$ cat config.mk
export PLATFORM = sky130hd
export DESIGN_NAME = ps2_frame_receiver_fifo
export DESIGN_NICKNAME = d
export VERILOG_FILES = /design/src/p2rf_pkg.sv /design/src/ps2_frame_receiver_fifo.sv /design/src/p2rf_frame.sv /design/src/p2rf_fifo.sv
export SDC_FILE = /design/constraint.sdc
export NUM_CORES = 1
export LEC_CHECK = 0
export BUFFER_PORTS_ARGS = -buffer_cell sky130_fd_sc_hd__buf_2
export CORE_AREA = 2 2 165 208
export CTS_BUF_LIST = sky130_fd_sc_hd__clkbuf_16
export CTS_CLUSTER_DIAMETER = 80
export DETAILED_ROUTE_END_ITERATION = 8
export DIE_AREA = 0 0 167 210
export HOLD_SLACK_MARGIN = 0.03
export PLACE_DENSITY_LB_ADDON = 0.2
export SLEW_MARGIN = 10
export SYNTH_ARGS = -nofsm -noshare
export SYNTH_HDL_FRONTEND = slang
export SYNTH_SLANG_ARGS = --single-unit
$ cat constraint.sdc
create_clock -name clk -period 2.8 [get_ports clk]
set_input_delay 0.56 -clock clk [delete_from_list [all_inputs] [get_ports clk]]
set_output_delay 0.56 -clock clk [all_outputs]
set_load 0.02 [all_outputs]
$ cat src/p2rf_pkg.sv
package p2rf_pkg;

  localparam int FIFO_DEPTH = 16;
  localparam int PTR_W      = (FIFO_DEPTH > 1) ? $clog2(FIFO_DEPTH) : 1;
  localparam int CNT_W      = $clog2(FIFO_DEPTH + 1);

  // request codes
  localparam logic [1:0] REQ_EDGE   = 2'd0;
  localparam logic [1:0] REQ_POP    = 2'd1;
  localparam logic [1:0] REQ_STATUS = 2'd2;

  // frame phases
  localparam logic [1:0] PHASE_IDLE   = 2'd0;
  localparam logic [1:0] PHASE_DATA   = 2'd1;
  localparam logic [1:0] PHASE_PARITY = 2'd2;
  localparam logic [1:0] PHASE_STOP   = 2'd3;

  localparam logic [3:0] DATA_BITS       = 4'd8;
  localparam logic [7:0] PARITY_ERR_BYTE = 8'hFC;

  typedef struct packed {
    logic       valid;
    logic [7:0] data;
  } push_t;

  typedef struct packed {
    logic             pop_ok;
    logic [CNT_W-1:0] count_nxt;
  } fifo_stat_t;

  function automatic logic [PTR_W-1:0] next_slot(input logic [PTR_W-1:0] ptr);
    logic [PTR_W-1:0] res;
    if (ptr == PTR_W'(FIFO_DEPTH - 1)) begin
      res = '0;
    end else begin
      res = ptr + PTR_W'(1);
    end
    return res;
  endfunction

endpackage

$ cat src/ps2_frame_receiver_fifo.sv
// PS/2 device-frame receiver with a 16-entry byte FIFO. Each transaction is
// one sampled falling clock edge, a pop or a status query; one is accepted
// every cycle while the result stage is not stalled, and its result shows on
// the outputs after an input register and a result register. The frame decoder
// and the FIFO pointers update as a transaction leaves the input register,
// and the FIFO read lands directly in the result register. A stalled result
// stage holds the input register, so in_ready follows out_ready with one
// stage of slack.
module ps2_frame_receiver_fifo (
  input  logic       clk,
  input  logic       rst_n,
  input  logic       in_valid,
  output logic       in_ready,
  input  logic [1:0] in_req_type,
  input  logic       in_clk_level,
  input  logic       in_data_bit,
  input  logic [4:0] in_wanted_count,
  output logic       out_valid,
  input  logic       out_ready,
  output logic [7:0] out_byte_out,
  output logic       out_byte_valid,
  output logic       out_enough_bytes,
  output logic [4:0] out_fill_count
);
  import p2rf_pkg::*;

  localparam int CMP_W = CNT_W + 5;

  logic       s1_valid_r;
  logic [1:0] req_r;
  logic       clk_lvl_r;
  logic       bit_r;
  logic [4:0] wanted_r;
  logic       s1_adv;
  logic       edge_en;
  logic       pop_req;

  logic       out_valid_r;
  logic       byte_valid_r;
  logic       enough_r, enough_nxt;
  logic [4:0] fill_r, fill_nxt;
  logic [7:0] rd_data_r;

  logic [CMP_W-1:0] cnt_ext;
  logic [CMP_W-1:0] wanted_ext;

  push_t      push;
  fifo_stat_t stat;

  assign s1_adv   = s1_valid_r && (!out_valid_r || out_ready);
  assign in_ready = !s1_valid_r || s1_adv;
  assign edge_en  = s1_adv && (req_r == REQ_EDGE) && !clk_lvl_r;
  assign pop_req  = s1_adv && (req_r == REQ_POP);

  always_ff @(posedge clk) begin
    if (!rst_n) begin
      s1_valid_r <= 1'b0;
    end else if (in_ready) begin
      s1_valid_r <= in_valid;
    end
  end

  always_ff @(posedge clk) begin
    if (in_valid && in_ready) begin
      req_r     <= in_req_type;
      clk_lvl_r <= in_clk_level;
      bit_r     <= in_data_bit;
      wanted_r  <= in_wanted_count;
    end
  end

  p2rf_frame u_frame (
    .clk      (clk),
    .rst_n    (rst_n),
    .edge_en  (edge_en),
    .data_bit (bit_r),
    .push     (push)
  );

  p2rf_fifo u_fifo (
    .clk       (clk),
    .rst_n     (rst_n),
    .adv       (s1_adv),
    .pop_req   (pop_req),
    .push      (push),
    .stat      (stat),
    .rd_data_r (rd_data_r)
  );

  assign cnt_ext    = {5'b0, stat.count_nxt};
  assign wanted_ext = {{CNT_W{1'b0}}, wanted_r};
  assign enough_nxt = (cnt_ext >= wanted_ext);
  assign fill_nxt   = cnt_ext[4:0];

  always_ff @(posedge clk) begin
    if (!rst_n) begin
      out_valid_r <= 1'b0;
    end else if (s1_adv) begin
      out_valid_r <= 1'b1;
    end else if (out_ready) begin
      out_valid_r <= 1'b0;
    end
  end

  always_ff @(posedge clk) begin
    if (s1_adv) begin
      byte_valid_r <= stat.pop_ok;
      enough_r     <= enough_nxt;
      fill_r       <= fill_nxt;
    end
  end

  assign out_valid        = out_valid_r;
  assign out_byte_valid   = byte_valid_r;
  assign out_byte_out     = byte_valid_r ? rd_data_r : 8'h00;
  assign out_enough_bytes = enough_r;
  assign out_fill_count   = fill_r;

endmodule

$ cat src/p2rf_frame.sv
module p2rf_frame (
  input  logic           clk,
  input  logic           rst_n,
  input  logic           edge_en,
  input  logic           data_bit,
  output p2rf_pkg::push_t push
);
  import p2rf_pkg::*;

  logic [1:0] phase_r, phase_nxt;
  logic [7:0] shift_r, shift_nxt;
  logic [3:0] bits_r, bits_nxt;
  logic [3:0] bits_inc;

  assign bits_inc = bits_r + 4'd1;

  always_comb begin
    phase_nxt  = phase_r;
    shift_nxt  = shift_r;
    bits_nxt   = bits_r;
    push.valid = 1'b0;
    push.data  = shift_r;
    if (edge_en) begin
      case (phase_r)
        PHASE_IDLE: begin
          shift_nxt = '0;
          bits_nxt  = '0;
          if (!data_bit) begin
            phase_nxt = PHASE_DATA;
          end
        end
        PHASE_DATA: begin
          // LSB first: shift in from the top
          shift_nxt = {data_bit, shift_r[7:1]};
          bits_nxt  = bits_inc;
          if (bits_inc >= DATA_BITS) begin
            phase_nxt = PHASE_PARITY;
          end
        end
        PHASE_PARITY: begin
          // odd parity: an even total of ones flags the byte
          if ((^shift_r) == data_bit) begin
            shift_nxt = PARITY_ERR_BYTE;
          end
          phase_nxt = PHASE_STOP;
        end
        default: begin
          push.valid = 1'b1;
          phase_nxt  = PHASE_IDLE;
        end
      endcase
    end
  end

  always_ff @(posedge clk) begin
    if (!rst_n) begin
      phase_r <= PHASE_IDLE;
      shift_r <= '0;
      bits_r  <= '0;
    end else begin
      phase_r <= phase_nxt;
      shift_r <= shift_nxt;
      bits_r  <= bits_nxt;
    end
  end

endmodule

$ cat src/p2rf_fifo.sv
module p2rf_fifo (
  input  logic                 clk,
  input  logic                 rst_n,
  input  logic                 adv,
  input  logic                 pop_req,
  input  p2rf_pkg::push_t      push,
  output p2rf_pkg::fifo_stat_t stat,
  output logic [7:0]           rd_data_r
);
  import p2rf_pkg::*;

  logic [7:0]       mem [FIFO_DEPTH];
  logic [PTR_W-1:0] rd_ptr_r, rd_ptr_nxt;
  logic [PTR_W-1:0] wr_ptr_r, wr_ptr_nxt;
  logic [CNT_W-1:0] cnt_r, cnt_nxt;
  logic             empty, full, do_push, do_pop;

  assign empty   = (cnt_r == '0);
  assign full    = (cnt_r == CNT_W'(FIFO_DEPTH));
  // drop the byte when full
  assign do_push = push.valid && !full;
  assign do_pop  = pop_req && !empty;

  always_comb begin
    rd_ptr_nxt = rd_ptr_r;
    wr_ptr_nxt = wr_ptr_r;
    cnt_nxt    = cnt_r;
    if (do_push) begin
      wr_ptr_nxt = next_slot(wr_ptr_r);
      cnt_nxt    = cnt_r + CNT_W'(1);
    end else if (do_pop) begin
      rd_ptr_nxt = next_slot(rd_ptr_r);
      cnt_nxt    = cnt_r - CNT_W'(1);
    end
  end

  assign stat.pop_ok    = do_pop;
  assign stat.count_nxt = cnt_nxt;

  always_ff @(posedge clk) begin
    if (!rst_n) begin
      rd_ptr_r <= '0;
      wr_ptr_r <= '0;
      cnt_r    <= '0;
    end else begin
      rd_ptr_r <= rd_ptr_nxt;
      wr_ptr_r <= wr_ptr_nxt;
      cnt_r    <= cnt_nxt;
    end
  end

  always_ff @(posedge clk) begin
    if (do_push) begin
      mem[wr_ptr_r] <= push.data;
    end
    if (adv) begin
      rd_data_r <= mem[rd_ptr_r];
    end
  end

endmodule

==> run_results.csv <==
group,metric,value,unit
run_status,status,"completed",
cells_and_area,final_cell_mix,"edfxtp_1 (152), buf_4 (34), mux4_2 (32), buf_2 (29)",
global_routing,grtUsageTotal,9.91,%
floorplan,die-area,0.0351,mm^2
setup_path,critical-path-top-delay-family,"compound AO/OA/AOI/OAI gates",
cells_and_area,nNetsFinal,566,
min_path,hold_end,"req_r[0]",
drt,first_pass_iters,5,
clocking,clock-sinks,181,
floorplan,coreArea,0.0331,mm^2
min_path,worstHoldStart,"in_req_type[0]",
synthesis,synth_top_area_share,60.5,%
place,place.gp.congestion,0.718,
timing,setup_viol,0,
clocking,cts_setup_buffers,0,
synthesis,syn-cell-area,0.00754,mm^2
floorplan,ios,30,
pwr,finalPower,5.44,mW
setup_path,crit_path_end_kind,"register",
floorplan,rows,75,
global_routing,antenna_found_initial,0,
synthesis,yosysWarningCount,0,
drt,drc,0,
global_routing,grt_start_max_net_pins,33,
synthesis,netlist_instances,473,
setup_path,cp_max_fo,6,
synthesis,yosysSeqAreaShare,68.2,%
setup_path,slowest_stage,"dfxtp_1",
clocking,cts_tree,"yes",
floorplan,start_util,22.8,%
drt,vias,4148,
timing,finalSetupTns,0,ns
min_path,hold_path_depth,1,
clocking,clk_latency,0.43,ns
timing,finClkSkew,0.0147,ns
setup_path,critical_path_class,"register to register",
global_routing,grt_pass1_vias,4392,
drt,routedWlPerCell,17.1,um
synthesis,async_flop_share,0,%
clocking,ctsHoldBuffers,0,
timing,worst_pin_slew,0.865,ns
setup_path,crit_buf_inv,2,
drt,drt-total-wl,16.6,mm
drt,ant_nets,0,
drt,drtIter0Drc,245,
synthesis,synthTopCellsByArea,"edfxtp_1 (61%), mux4_2 (9.6%), dfxtp_1 (7.7%)",
timing,post-route-period-util,96.2,%
setup_path,worstReg2RegEnd,"out_enough_bytes",
pwr,vdd_drop_max,305,uV
drt,avgViaCountPerCell,4.27,
synthesis,ys_ff_latch,181,
setup_path,cp.arrival,2.88,ns
timing,rsz0062_at_grt,"true",
place,hpwl,11.0,mm
synthesis,synth_ff_type,"edfxtp_1",
floorplan,chipWidth,167,um
setup_path,timing.rr.start,"out_valid",
timing,drv_slew,0,
cells_and_area,final_common_cell,"edfxtp_1",
min_path,worstHoldPathType,"input port to register",
cells_and_area,antenna_cells,0,
flow_run,drv_cap,0,
synthesis,mappedNetlistNets,503,
setup_path,reg2reg_slack,0.11,ns
synthesis,synth_edf_count,152,
clocking,path_clk_slew,0.08,ns
global_routing,grt_pass1_wl,26.0,mm
synthesis,synth.avg_cell_area,15.9,um^2
clocking,clk_path_buf_depth,2,
global_routing,grt-ovfl-total,0,
clocking,cts_root_buf,"clkbuf_16",
timing,period_needed,2.69,ns
floorplan,die_h,210,um
setup_path,crit_required,2.99,ns
setup_path,rr_worst_depth,11,
setup_path,critical-path-max-stage-delay,0.34,ns
setup_path,path_cells,"or2b_2 > and4b_1 > buf_4 > buf_4 > a21oi_1 > o32ai_4 > ha_1 > a21o_1 > a21o_1 > a21o_1 > a21o_1",
timing,fmax,371,MHz
synthesis,synth_largest_area_cell,"edfxtp_1",
timing,finalHoldViolCount,0,
synthesis,ys_types,50,
setup_path,crit_path_frequent_cell,"a21o_1",
timing,whs,0.299,ns
cells_and_area,utilization,27.4,%
cells_and_area,drive_gt1_share,27.0,%
clocking,cts_buffers,17,
pwr,powerDensity,600,mW/mm^2
clocking,ctsHtreeMaxLevel,4,
cells_and_area,syn2layout_area_growth,20.4,%
setup_path,cp-start-kind,"register",
timing,slew_headroom,42.1,%
place,portBuffers,29,
pwr,p_leak,2.94,nW
## routing by layer
metal  track usage [%]  wire length [um]  up-vias
met5                 0                 0        -
met3              2.10               394       14
met1              12.2              7310     2101
met4              3.06               201        0
met2              17.4              8680       79
li1                  -                 -     1954
## worst register-to-register path, cell delays in order (launching register included)
cell     delay [ns]
dfxtp_1        0.34
or2b_2         0.32
and4b_1        0.21
buf_4          0.15
buf_4          0.14
a21oi_1        0.21
o32ai_4        0.12
ha_1           0.30
a21o_1         0.16
a21o_1         0.17
a21o_1         0.16
a21o_1         0.17
## metrics by stage
step	std cells	worst slack (ns)	cell area (um^2)
floorplan	473	0.0330	7550
global placement	940	-0.180	8420
detailed placement	940	-0.195	8420
CTS	972	0.0930	9050
global route	972	-0.0626	9080
finish	972	0.107	9080
## layout make-up
type,instances,area [um^2]
repair buffers,65,440
multi-input cells,259,2290
flip-flops and latches,181,5150
clock inverters,15,198
well taps,423,529
clock buffers,17,425
fillers,3347,24000
inverters,12,45.0
## logic make-up after synthesis
| logic type | count (synthesis) | share of synthesized area [%] |
|---|---|---|
| xor gates and xnor gates | 11 | 1.46 |
| and+or+nand+nor | 124 | 8.61 |
| muxes | 50 | 12.0 |
| AOI/OAI and AO/OA | 57 | 4.95 |
| DFF | 181 | 68.2 |
| buffers and inverters | 33 | 1.96 |
| adders and majority gates | 17 | 2.82 |
## how the worst max path moves through the flow
stage,cells after the start,to,startpoint
finish,11,out_enough_bytes,out_valid
global placement,12,out_enough_bytes,out_ready
CTS,9,u_fifo.mem[12][4],u_fifo.cnt_r[0]
global route,13,out_enough_bytes,u_fifo.cnt_r[1]
detailed placement,11,out_enough_bytes,out_ready
floorplan,10,out_enough_bytes,out_ready
## Yosys cell counts, types with 3 or more instances
cell type	n
mux2i_1	18
buf_2	6
nor2b_1	9
xor2_1	4
a31oi_1	3
clkbuf_1	9
inv_1	11
nor3_1	9
nand2b_1	6
and2_1	13
buf_1	3
nand2_1	21
dfxtp_1	29
edfxtp_1	152
xnor2_1	6
a21o_1	4
a211oi_1	8
and3_2	4
ha_1	17
o21ai_0	11
a21oi_1	18
nor2_1	33
mux4_2	32
and3_1	4
nand3_1	11
## sequential cells by signal (all words and copies together) (netlist names), 4 cells and up
| name | count |
|---|---|
| u_frame.bits_r | 4 |
| u_fifo.cnt_r | 5 |
| u_fifo.rd_data_r | 8 |
| out_fill_count | 5 |
| wanted_r | 5 |
| u_fifo.wr_ptr_r | 4 |
| u_frame.shift_r | 8 |
| u_fifo.rd_ptr_r | 4 |
| u_fifo.mem | 128 |
## power by group
part | switching (mW) | internal, mW | total, mW
clock network | 1.23 | 1.23 | 2.46
registers | 0.00907 | 2.90 | 2.91
logic | 0.0480 | 0.0307 | 0.0787
## what timing repair did
action / CTS / global route
pin swaps: 0 / 0
endpoints found under the setup margin: 1 / 9
gates cloned: 0 / 0
gates resized for setup: 1 / 7
Power figures use the tool's default switching activity.
